**src/hw/rtl/brd_pkg.sv**
```systemverilog
// Shared widths and item types of the bitmap RLE span decoder.
package brd_pkg;

  localparam int CODE_W    = 8;
  localparam int CFG_W     = 13;
  localparam int CFG_IDX_W = 2;
  localparam int POS_W     = 12;
  localparam int LEN_W     = 8;
  localparam int COLOR_W   = 8;
  localparam int STATUS_W  = 2;

  // Register values after reset.
  localparam int WIDTH_RST  = 640;
  localparam int HEIGHT_RST = 480;

  typedef struct packed {
    logic [CODE_W-1:0] code_byte;
    logic              start_of_image;
  } item_t;

  typedef struct packed {
    logic [POS_W-1:0]    span_col;
    logic [POS_W-1:0]    span_row;
    logic [LEN_W-1:0]    span_length;
    logic [COLOR_W-1:0]  color_even;
    logic [COLOR_W-1:0]  color_odd;
    logic [STATUS_W-1:0] status;
  } span_t;

  typedef struct packed {
    logic [CFG_W-1:0] image_width;
    logic [CFG_W-1:0] image_height;
    logic             four_bit_mode;
    logic             top_down;
  } cfg_t;

endpackage

```
**src/hw/rtl/brd_parser.sv**
```systemverilog
// Code parser: position and count state plus the per-byte span logic.
module brd_parser import brd_pkg::*; #(
  parameter int MAX_DIM = 4096
) (
  input  logic  clk_i,
  input  logic  rst_ni,
  input  logic  step_i,
  input  item_t item_i,
  input  cfg_t  cfg_i,
  output logic  res_valid_o,
  output span_t res_o
);

  // Column never passes MAX_DIM + 255; one spare bit keeps sums clean.
  localparam int WW = $clog2(MAX_DIM + 256) + 1;
  localparam int RW = WW + 1;
  localparam int XW = (WW > CFG_W) ? WW : CFG_W;
  localparam int ROW_RST = ((HEIGHT_RST > MAX_DIM) ? MAX_DIM : HEIGHT_RST) - 1;
  localparam int NIB_W = 4;

  localparam logic [CODE_W-1:0] ESC_EOL   = 8'd0;
  localparam logic [CODE_W-1:0] ESC_EOI   = 8'd1;
  localparam logic [CODE_W-1:0] ESC_DELTA = 8'd2;

  localparam logic [STATUS_W-1:0] ST_RUNNING   = 2'd0;
  localparam logic [STATUS_W-1:0] ST_END       = 2'd1;
  localparam logic [STATUS_W-1:0] ST_OVERFLOW  = 2'd2;
  localparam logic [STATUS_W-1:0] ST_ROW_RANGE = 2'd3;

  typedef enum logic [2:0] {
    PH_COUNT = 3'd0,
    PH_RUN   = 3'd1,
    PH_ESC   = 3'd2,
    PH_DX    = 3'd3,
    PH_DY    = 3'd4,
    PH_LIT   = 3'd5,
    PH_PAD   = 3'd6
  } phase_e;

  phase_e                  phase_q, phase_d, cur_phase;
  logic [WW-1:0]           col_q, col_d, cur_col;
  logic signed [RW-1:0]    row_q, row_d, cur_row;
  logic [CODE_W-1:0]       rc_q, rc_d, cur_rc;
  logic [CODE_W-1:0]       lit_q, lit_d, cur_lit;
  logic                    pad_q, pad_d, cur_pad;
  logic                    stop_q, stop_d, cur_stop;

  logic [WW-1:0]           eff_w, eff_h;
  logic [CODE_W-1:0]       b, b_dec, lit_n, span_n, clip_n, res_len;
  logic [WW-1:0]           avail, dy_sum, span_end;
  logic                    dy_wrap, code_end, emit_span, pos_in;
  logic [CODE_W:0]         dy_amt;
  logic signed [RW-1:0]    dy_step, row_dir_step, row_one, row_dy;
  logic [STATUS_W-1:0]     status;

  function automatic logic row_out(input logic signed [RW-1:0] r, input logic [WW-1:0] h);
    return r[RW-1] || (r >= $signed({1'b0, h}));
  endfunction

  assign b     = item_i.code_byte;
  assign b_dec = b - 8'd1;

  // Register values above MAX_DIM are used as MAX_DIM.
  assign eff_w = (XW'(cfg_i.image_width) > XW'(MAX_DIM)) ? WW'(MAX_DIM)
                                                          : WW'(cfg_i.image_width);
  assign eff_h = (XW'(cfg_i.image_height) > XW'(MAX_DIM)) ? WW'(MAX_DIM)
                                                           : WW'(cfg_i.image_height);

  // A start of image replaces the state before the byte is looked at.
  always_comb begin
    if (item_i.start_of_image) begin
      cur_phase = PH_COUNT;
      cur_col   = '0;
      cur_row   = cfg_i.top_down ? '0 : ($signed({1'b0, eff_h}) - RW'(1));
      cur_rc    = '0;
      cur_lit   = '0;
      cur_pad   = 1'b0;
      cur_stop  = 1'b0;
    end else begin
      cur_phase = phase_q;
      cur_col   = col_q;
      cur_row   = row_q;
      cur_rc    = rc_q;
      cur_lit   = lit_q;
      cur_pad   = pad_q;
      cur_stop  = stop_q;
    end
  end

  // Span length and clipping against the current position.
  assign lit_n  = cfg_i.four_bit_mode ? ((cur_lit < 8'd2) ? cur_lit : 8'd2) : 8'd1;
  assign span_n = (cur_phase == PH_RUN) ? cur_rc : lit_n;
  assign avail  = eff_w - cur_col;
  assign pos_in = !row_out(cur_row, eff_h) && (cur_col < eff_w);
  assign clip_n = pos_in ? ((WW'(span_n) < avail) ? span_n : LEN_W'(avail)) : '0;

  // Row moves and the delta with column wrap.
  assign row_one      = RW'(1);
  assign row_dir_step = cfg_i.top_down ? (cur_row + row_one) : (cur_row - row_one);
  assign dy_sum       = cur_col + WW'(cur_rc);
  assign dy_wrap      = dy_sum >= eff_w;
  assign dy_amt       = {1'b0, b} + {{CODE_W{1'b0}}, dy_wrap};
  assign dy_step      = RW'(dy_amt);
  assign row_dy       = cfg_i.top_down ? (cur_row + dy_step) : (cur_row - dy_step);

  always_comb begin
    phase_d   = cur_phase;
    col_d     = cur_col;
    row_d     = cur_row;
    rc_d      = cur_rc;
    lit_d     = cur_lit;
    pad_d     = cur_pad;
    stop_d    = cur_stop;
    code_end  = 1'b0;
    emit_span = 1'b0;
    status    = ST_RUNNING;
    if (!cur_stop) begin
      case (cur_phase)
        PH_COUNT: begin
          if (b == '0) begin
            phase_d = PH_ESC;
          end else begin
            rc_d    = b;
            phase_d = PH_RUN;
          end
        end
        PH_RUN: begin
          emit_span = 1'b1;
          col_d     = cur_col + WW'(span_n);
          phase_d   = PH_COUNT;
          code_end  = 1'b1;
        end
        PH_ESC: begin
          if (b == ESC_EOL) begin
            col_d    = '0;
            row_d    = row_dir_step;
            phase_d  = PH_COUNT;
            code_end = 1'b1;
          end else if (b == ESC_EOI) begin
            stop_d = 1'b1;
            status = ST_END;
          end else if (b == ESC_DELTA) begin
            phase_d = PH_DX;
          end else begin
            // Literal data is padded to whole 16-bit words.
            lit_d   = b;
            pad_d   = cfg_i.four_bit_mode ? !b_dec[1] : b[0];
            phase_d = PH_LIT;
          end
        end
        PH_DX: begin
          rc_d    = b;
          phase_d = PH_DY;
        end
        PH_DY: begin
          col_d    = dy_wrap ? (dy_sum - eff_w) : dy_sum;
          row_d    = row_dy;
          phase_d  = PH_COUNT;
          code_end = 1'b1;
        end
        PH_LIT: begin
          emit_span = 1'b1;
          col_d     = cur_col + WW'(span_n);
          lit_d     = cur_lit - span_n;
          if (lit_d == '0) begin
            if (cur_pad) begin
              phase_d = PH_PAD;
            end else begin
              phase_d  = PH_COUNT;
              code_end = 1'b1;
            end
          end
        end
        default: begin
          // Pad byte, skipped.
          pad_d    = 1'b0;
          phase_d  = PH_COUNT;
          code_end = 1'b1;
        end
      endcase
      if (code_end) begin
        if (col_d > eff_w) begin
          stop_d = 1'b1;
          status = ST_OVERFLOW;
        end else if (row_out(row_d, eff_h)) begin
          stop_d = 1'b1;
          status = ST_ROW_RANGE;
        end
      end
    end
  end

  assign res_len     = emit_span ? clip_n : '0;
  assign res_valid_o = (res_len != '0) || (status != ST_RUNNING);
  assign span_end    = cur_col + WW'(res_len);

  always_comb begin
    res_o.status      = status;
    res_o.span_length = res_len;
    if (res_len != '0) begin
      res_o.span_col   = POS_W'(cur_col);
      res_o.span_row   = POS_W'(cur_row);
      res_o.color_even = cfg_i.four_bit_mode ? COLOR_W'(b[CODE_W-1:NIB_W]) : b;
      res_o.color_odd  = cfg_i.four_bit_mode ? COLOR_W'(b[NIB_W-1:0]) : b;
    end else begin
      res_o.span_col   = '0;
      res_o.span_row   = '0;
      res_o.color_even = '0;
      res_o.color_odd  = '0;
    end
  end

  always_ff @(posedge clk_i or negedge rst_ni) begin
    if (!rst_ni) begin
      phase_q <= PH_COUNT;
      col_q   <= '0;
      row_q   <= RW'(ROW_RST);
      rc_q    <= '0;
      lit_q   <= '0;
      pad_q   <= 1'b0;
      stop_q  <= 1'b0;
    end else if (step_i) begin
      phase_q <= phase_d;
      col_q   <= col_d;
      row_q   <= row_d;
      rc_q    <= rc_d;
      lit_q   <= lit_d;
      pad_q   <= pad_d;
      stop_q  <= stop_d;
    end
  end

  a_quiet_when_stopped: assert property (@(posedge clk_i) disable iff (!rst_ni)
    step_i && stop_q && !item_i.start_of_image |-> !res_valid_o)
    else $error("result produced while decoding is stopped");

  a_stop_status_latches: assert property (@(posedge clk_i) disable iff (!rst_ni)
    step_i && res_valid_o && (res_o.status != ST_RUNNING) |=> stop_q)
    else $error("stop status reported but decoder not stopped");

  a_span_inside_row: assert property (@(posedge clk_i) disable iff (!rst_ni)
    step_i && res_valid_o && (res_o.span_length != '0) |-> span_end <= eff_w)
    else $error("span runs past the image width");

  a_empty_means_stop: assert property (@(posedge clk_i) disable iff (!rst_ni)
    step_i && res_valid_o && (res_o.span_length == '0) |-> res_o.status != ST_RUNNING)
    else $error("empty span reported without a stop");

endmodule

```
**config.mk**
```make
export PLATFORM = sky130hd
export DESIGN_NAME = brd_parser
export DESIGN_NICKNAME = d
export VERILOG_FILES = /design/src/hw/rtl/brd_pkg.sv /design/src/hw/rtl/brd_parser.sv
export SDC_FILE = /design/constraint.sdc
export NUM_CORES = 1
export LEC_CHECK = 0
export BUFFER_PORTS_ARGS = -buffer_cell sky130_fd_sc_hd__buf_4
export CAP_MARGIN = 20
export CORE_AREA = 2 2 184 186
export CTS_BUF_LIST = sky130_fd_sc_hd__clkbuf_4
export CTS_CLUSTER_SIZE = 40
export DETAILED_ROUTE_END_ITERATION = 10
export DIE_AREA = 0 0 186 188
export GPL_TIMING_DRIVEN = 0
export HOLD_SLACK_MARGIN = 0.1
export PLACE_DENSITY = 0.46
export SLEW_MARGIN = 20
export SYNTH_ARGS = -nofsm -noshare
export SYNTH_HDL_FRONTEND = slang
export SYNTH_SLANG_ARGS = --single-unit
```
**constraint.sdc**
```tcl
create_clock -name clk_i -period 19.8 [get_ports clk_i]
set_input_delay 3.96 -clock clk_i [delete_from_list [all_inputs] [get_ports clk_i]]
set_output_delay 3.96 -clock clk_i [all_outputs]
set_load 0.005 [all_outputs]
```
==> run_results.csv <==
group,metric,value,unit
pwr,clkPwrFrac,0.093,
global_route,overflow,0,
timing,slew_violations,0,
timing,finalHoldViolations,0,
layout,final_nets,1610,
route,wire_per_inst,21.1,um
setup_path,critPathKind,"in2out",
global_route,grt_pass1_vias,9929,
pwr,p_per_area,61.2,nW/um^2
setup_path,cp.buffers_inverters,10,
pwr,p_int,0.328,mW
pwr,p_seq_frac,0.190,
place,io_buffers,85,
pwr,combPwrFrac,0.717,
synthesis,ys_ff_latch,50,
run,maxCapViolCount,0,
synthesis,syn_inst,1348,
floorplanning,die_x,186,um
route,wl,39900,um
timing,slew-limit-headroom,0.236,
layout,drive_gt1_frac,0.116,
pwr,leakage,5.06,nW
run_status,outcome,"finished clean",
route,ant_nets,0,
setup_path,timing.rr.end,"stop_q$_DFFE_PN0P_",
global_route,antenna_found_initial,2,
clock_tree,root_buffer,"clkbuf_4",
setup_path,required,15.84,ns
floorplanning,dieArea,35000,sq um
timing,rsz0062_at_grt,"false",
synthesis,synthArstFlopShare,1.00,
floorplanning,dieHeight,188,um
setup_path,critPathMostFrequentCell,"ha_1",
hold_path,hold_path_class,"reg2reg",
clock_tree,clk_path_buf_depth,2,
timing,hold_slack,0.476,ns
synthesis,avgSynthCellArea,7.29,sq um
setup_path,cp-start-kind,"primary input",
setup_path,setup.worst_path.start,"item_i[0]",
hold_path,hold_start,"row_q[3]$_DFFE_PN1P_",
floorplanning,start_util,0.297,
synthesis,ys.flop_type,"dfrtp_1",
layout,num-fill-cells,3631,
timing,period_share,0.967,
synthesis,synth_cell_types,91,
clock_tree,htreeDepth,2,
hold_path,hold_depth,2,
layout,syn_to_final_growth,13.7,%
clock_tree,insertion_delay,0.46,ns
route,first_iter_violations,871,
timing,finClkSkew,0.0267,ns
clock_tree,clkSlewWorstSetupHoldPaths,0.21,ns
timing,min_period,19.14,ns
global_route,grt_pass1_wl,59900,um
pwr,p_sw_frac,0.521,
global_route,track_usage,0.225,
timing,worst_pin_slew,1.14,ns
setup_path,critPathSlowestCell,"o31ai_1",
setup_path,reg2reg_depth,39,
synthesis,ys_seq_area_frac,0.128,
clock_tree,cts_tree,"done",
global_route,grt_max_degree,51,
pwr,p_sw,0.356,mW
setup_path,cpPeakStageDelay,0.55,ns
floorplanning,pin_count,91,
place,routabilityCongestion,0.902,
setup_path,worstPathMaxFanout,19,
hold_path,worst_hold_path.endpoint,"row_q[3]$_DFFE_PN1P_",
timing,fmax,0.0522,GHz
route,vias_per_cell,5.60,
setup_path,crit_family,"compound AO/OA/AOI/OAI gates",
synthesis,synth_edf_count,0,
synthesis,syn_area,9820,sq um
clock_tree,numCtsBuffers,5,
synthesis,synth_warnings,0,
setup_path,rr_startpoint,"rc_q[1]$_DFFE_PN0P_",
route,vias,10600,
setup_path,regToRegSetupSlack,9.97,ns
route,drc_errors,0,
pwr,ir_worst_vdd,0.0271,mV
setup_path,arrival,15.18,ns
route,firstDrtPassIters,5,
timing,setup_viol_count_final,0,
synthesis,syn-num-nets,1517,
layout,post-route-util,0.337,
place,hpwl,32200,um
floorplanning,rows,67,
pwr,p_total,0.684,mW
setup_path,endpoint_kind,"output port",
floorplanning,core_area,33100,sq um
clock_tree,cts.sinks,50,
## registers in the layout, summed over array words and instances (netlist names)
| name | cells |
|---|---|
| stop_q | 1 |
| phase_q | 3 |
| lit_q | 8 |
| row_q | 15 |
| col_q | 14 |
| pad_q | 1 |
| rc_q | 8 |
## what timing repair did
item | 4_1_cts | 5_1_grt
hold endpoints to repair | 0 | 0
resized for setup | 6 | 9
endpoints found under the setup margin | 3 | 3
hold buffers | 0 | 0
gates cloned | 0 | 0
setup buffers | 1 | 1
pin swaps | 1 | 1
## cell usage after synthesis (all sizes together) (20+ instances only)
cell    number  share of area
inv         72          0.028
xor2        27          0.024
nor2       143          0.055
ha         124           0.16
a21oi      105          0.053
clkbuf      47          0.018
nor2b       47          0.030
nor3        20          0.010
o21a        21          0.016
a21o        33          0.025
nand2      148          0.057
buf         20          0.012
o21ai       82          0.042
xnor2       59          0.053
dfrtp       42           0.11
## cell families (layout without fill, tap and decap cells)
group | count (synthesis) | after routing | share of synthesized area
AND/OR/NAND/NOR | 484 | 484 | 0.238
adder cells (fa/ha/maj) | 131 | 131 | 0.170
other | 0 | 5 | 0
AO/OA/AOI/OAI | 434 | 434 | 0.304
flip-flops | 50 | 50 | 0.128
multiplexers | 24 | 24 | 0.0259
buffers and inverters | 139 | 233 | 0.0572
XOR/XNOR | 86 | 86 | 0.0767
## placed cells by master (no fill, tap or decap), drive strengths merged, types with 13 or more instances in the layout
cell    instances
a21oi         105
o31ai          16
nor2          143
o21a           21
nand3          19
nand2b         17
buf           107
mux2i          13
nand4          14
nor2b          47
o21ai          82
and2           13
a22o           19
dfrtp          42
a21o           33
nor3           20
nand2         148
ha            124
xnor2          59
xor2           27
o211ai         17
inv            74
clkbuf         51
## how the worst max path moves through the flow
stage	endpoint	slack [ns]	cells after the start
CTS	res_valid_o	0.23	44
global route	res_valid_o	0.01	45
finish	res_valid_o	0.66	46
detailed placement	res_valid_o	-1.65	45
global placement	res_valid_o	-1.69	45
floorplan	res_valid_o	2.23	44
## power by group through the flow
| stage | combinational [mW] | clock (mW) | sequential [mW] |
|---|---|---|---|
| CTS | 0.485 | 0.0635 | 0.130 |
| global route | 0.541 | 0.0682 | 0.132 |
| floorplan | 0.347 | 0 | 0.128 |
| finish | 0.490 | 0.0638 | 0.130 |
| global placement | 0.481 | 0 | 0.132 |
| detailed placement | 0.481 | 0 | 0.132 |
## layer usage
layer / track usage / share of wire
met5: 0 / 0
met4: 0.0472 / 0.021
met3: 0.0179 / 0.041
met2: 0.377 / 0.47
met1: 0.314 / 0.46
## per-stage QoR
| step | instances | cell area (sq um) | setup slack (ns) | TNS (ns) |
|---|---|---|---|---|
| CTS | 1889 | 11100 | 0.233 | 0 |
| global placement | 1881 | 11000 | -1.69 | -4.71 |
| finish | 1895 | 11200 | 0.657 | 0 |
| floorplan | 1348 | 9820 | 2.23 | 0 |
| global route | 1895 | 11200 | 0.0146 | 0 |
| detailed placement | 1881 | 11000 | -1.65 | -4.59 |
## worst reg2reg max path: cells and delay by family (launching register included)
kind,cells,cell delay [ns]
xor+xnor,2,0.44
compound gates,18,3.89
fa+ha+maj,5,1.43
flops,1,0.36
buf+inv,4,0.89
mux,1,0.22
simple gates,9,2.54
## final cells by class
| cell class | instances | area (sq um) | share of cell area |
|---|---|---|---|
| multi-input cells | 1159 | 8050 | 0.721 |
| flip-flops and latches | 50 | 1260 | 0.113 |
| repair buffers | 87 | 653 | 0.0585 |
| well taps | 448 | 561 | 0.0502 |
| plain buffers | 66 | 298 | 0.0267 |
| inverters | 72 | 270 | 0.0242 |
| clock buffers | 5 | 37.5 | 0.00336 |
| clock inverters | 3 | 28.8 | 0.00258 |
| diodes | 5 | 12.5 | 0.00112 |
Note: power is estimated with default switching activity, not from simulation.
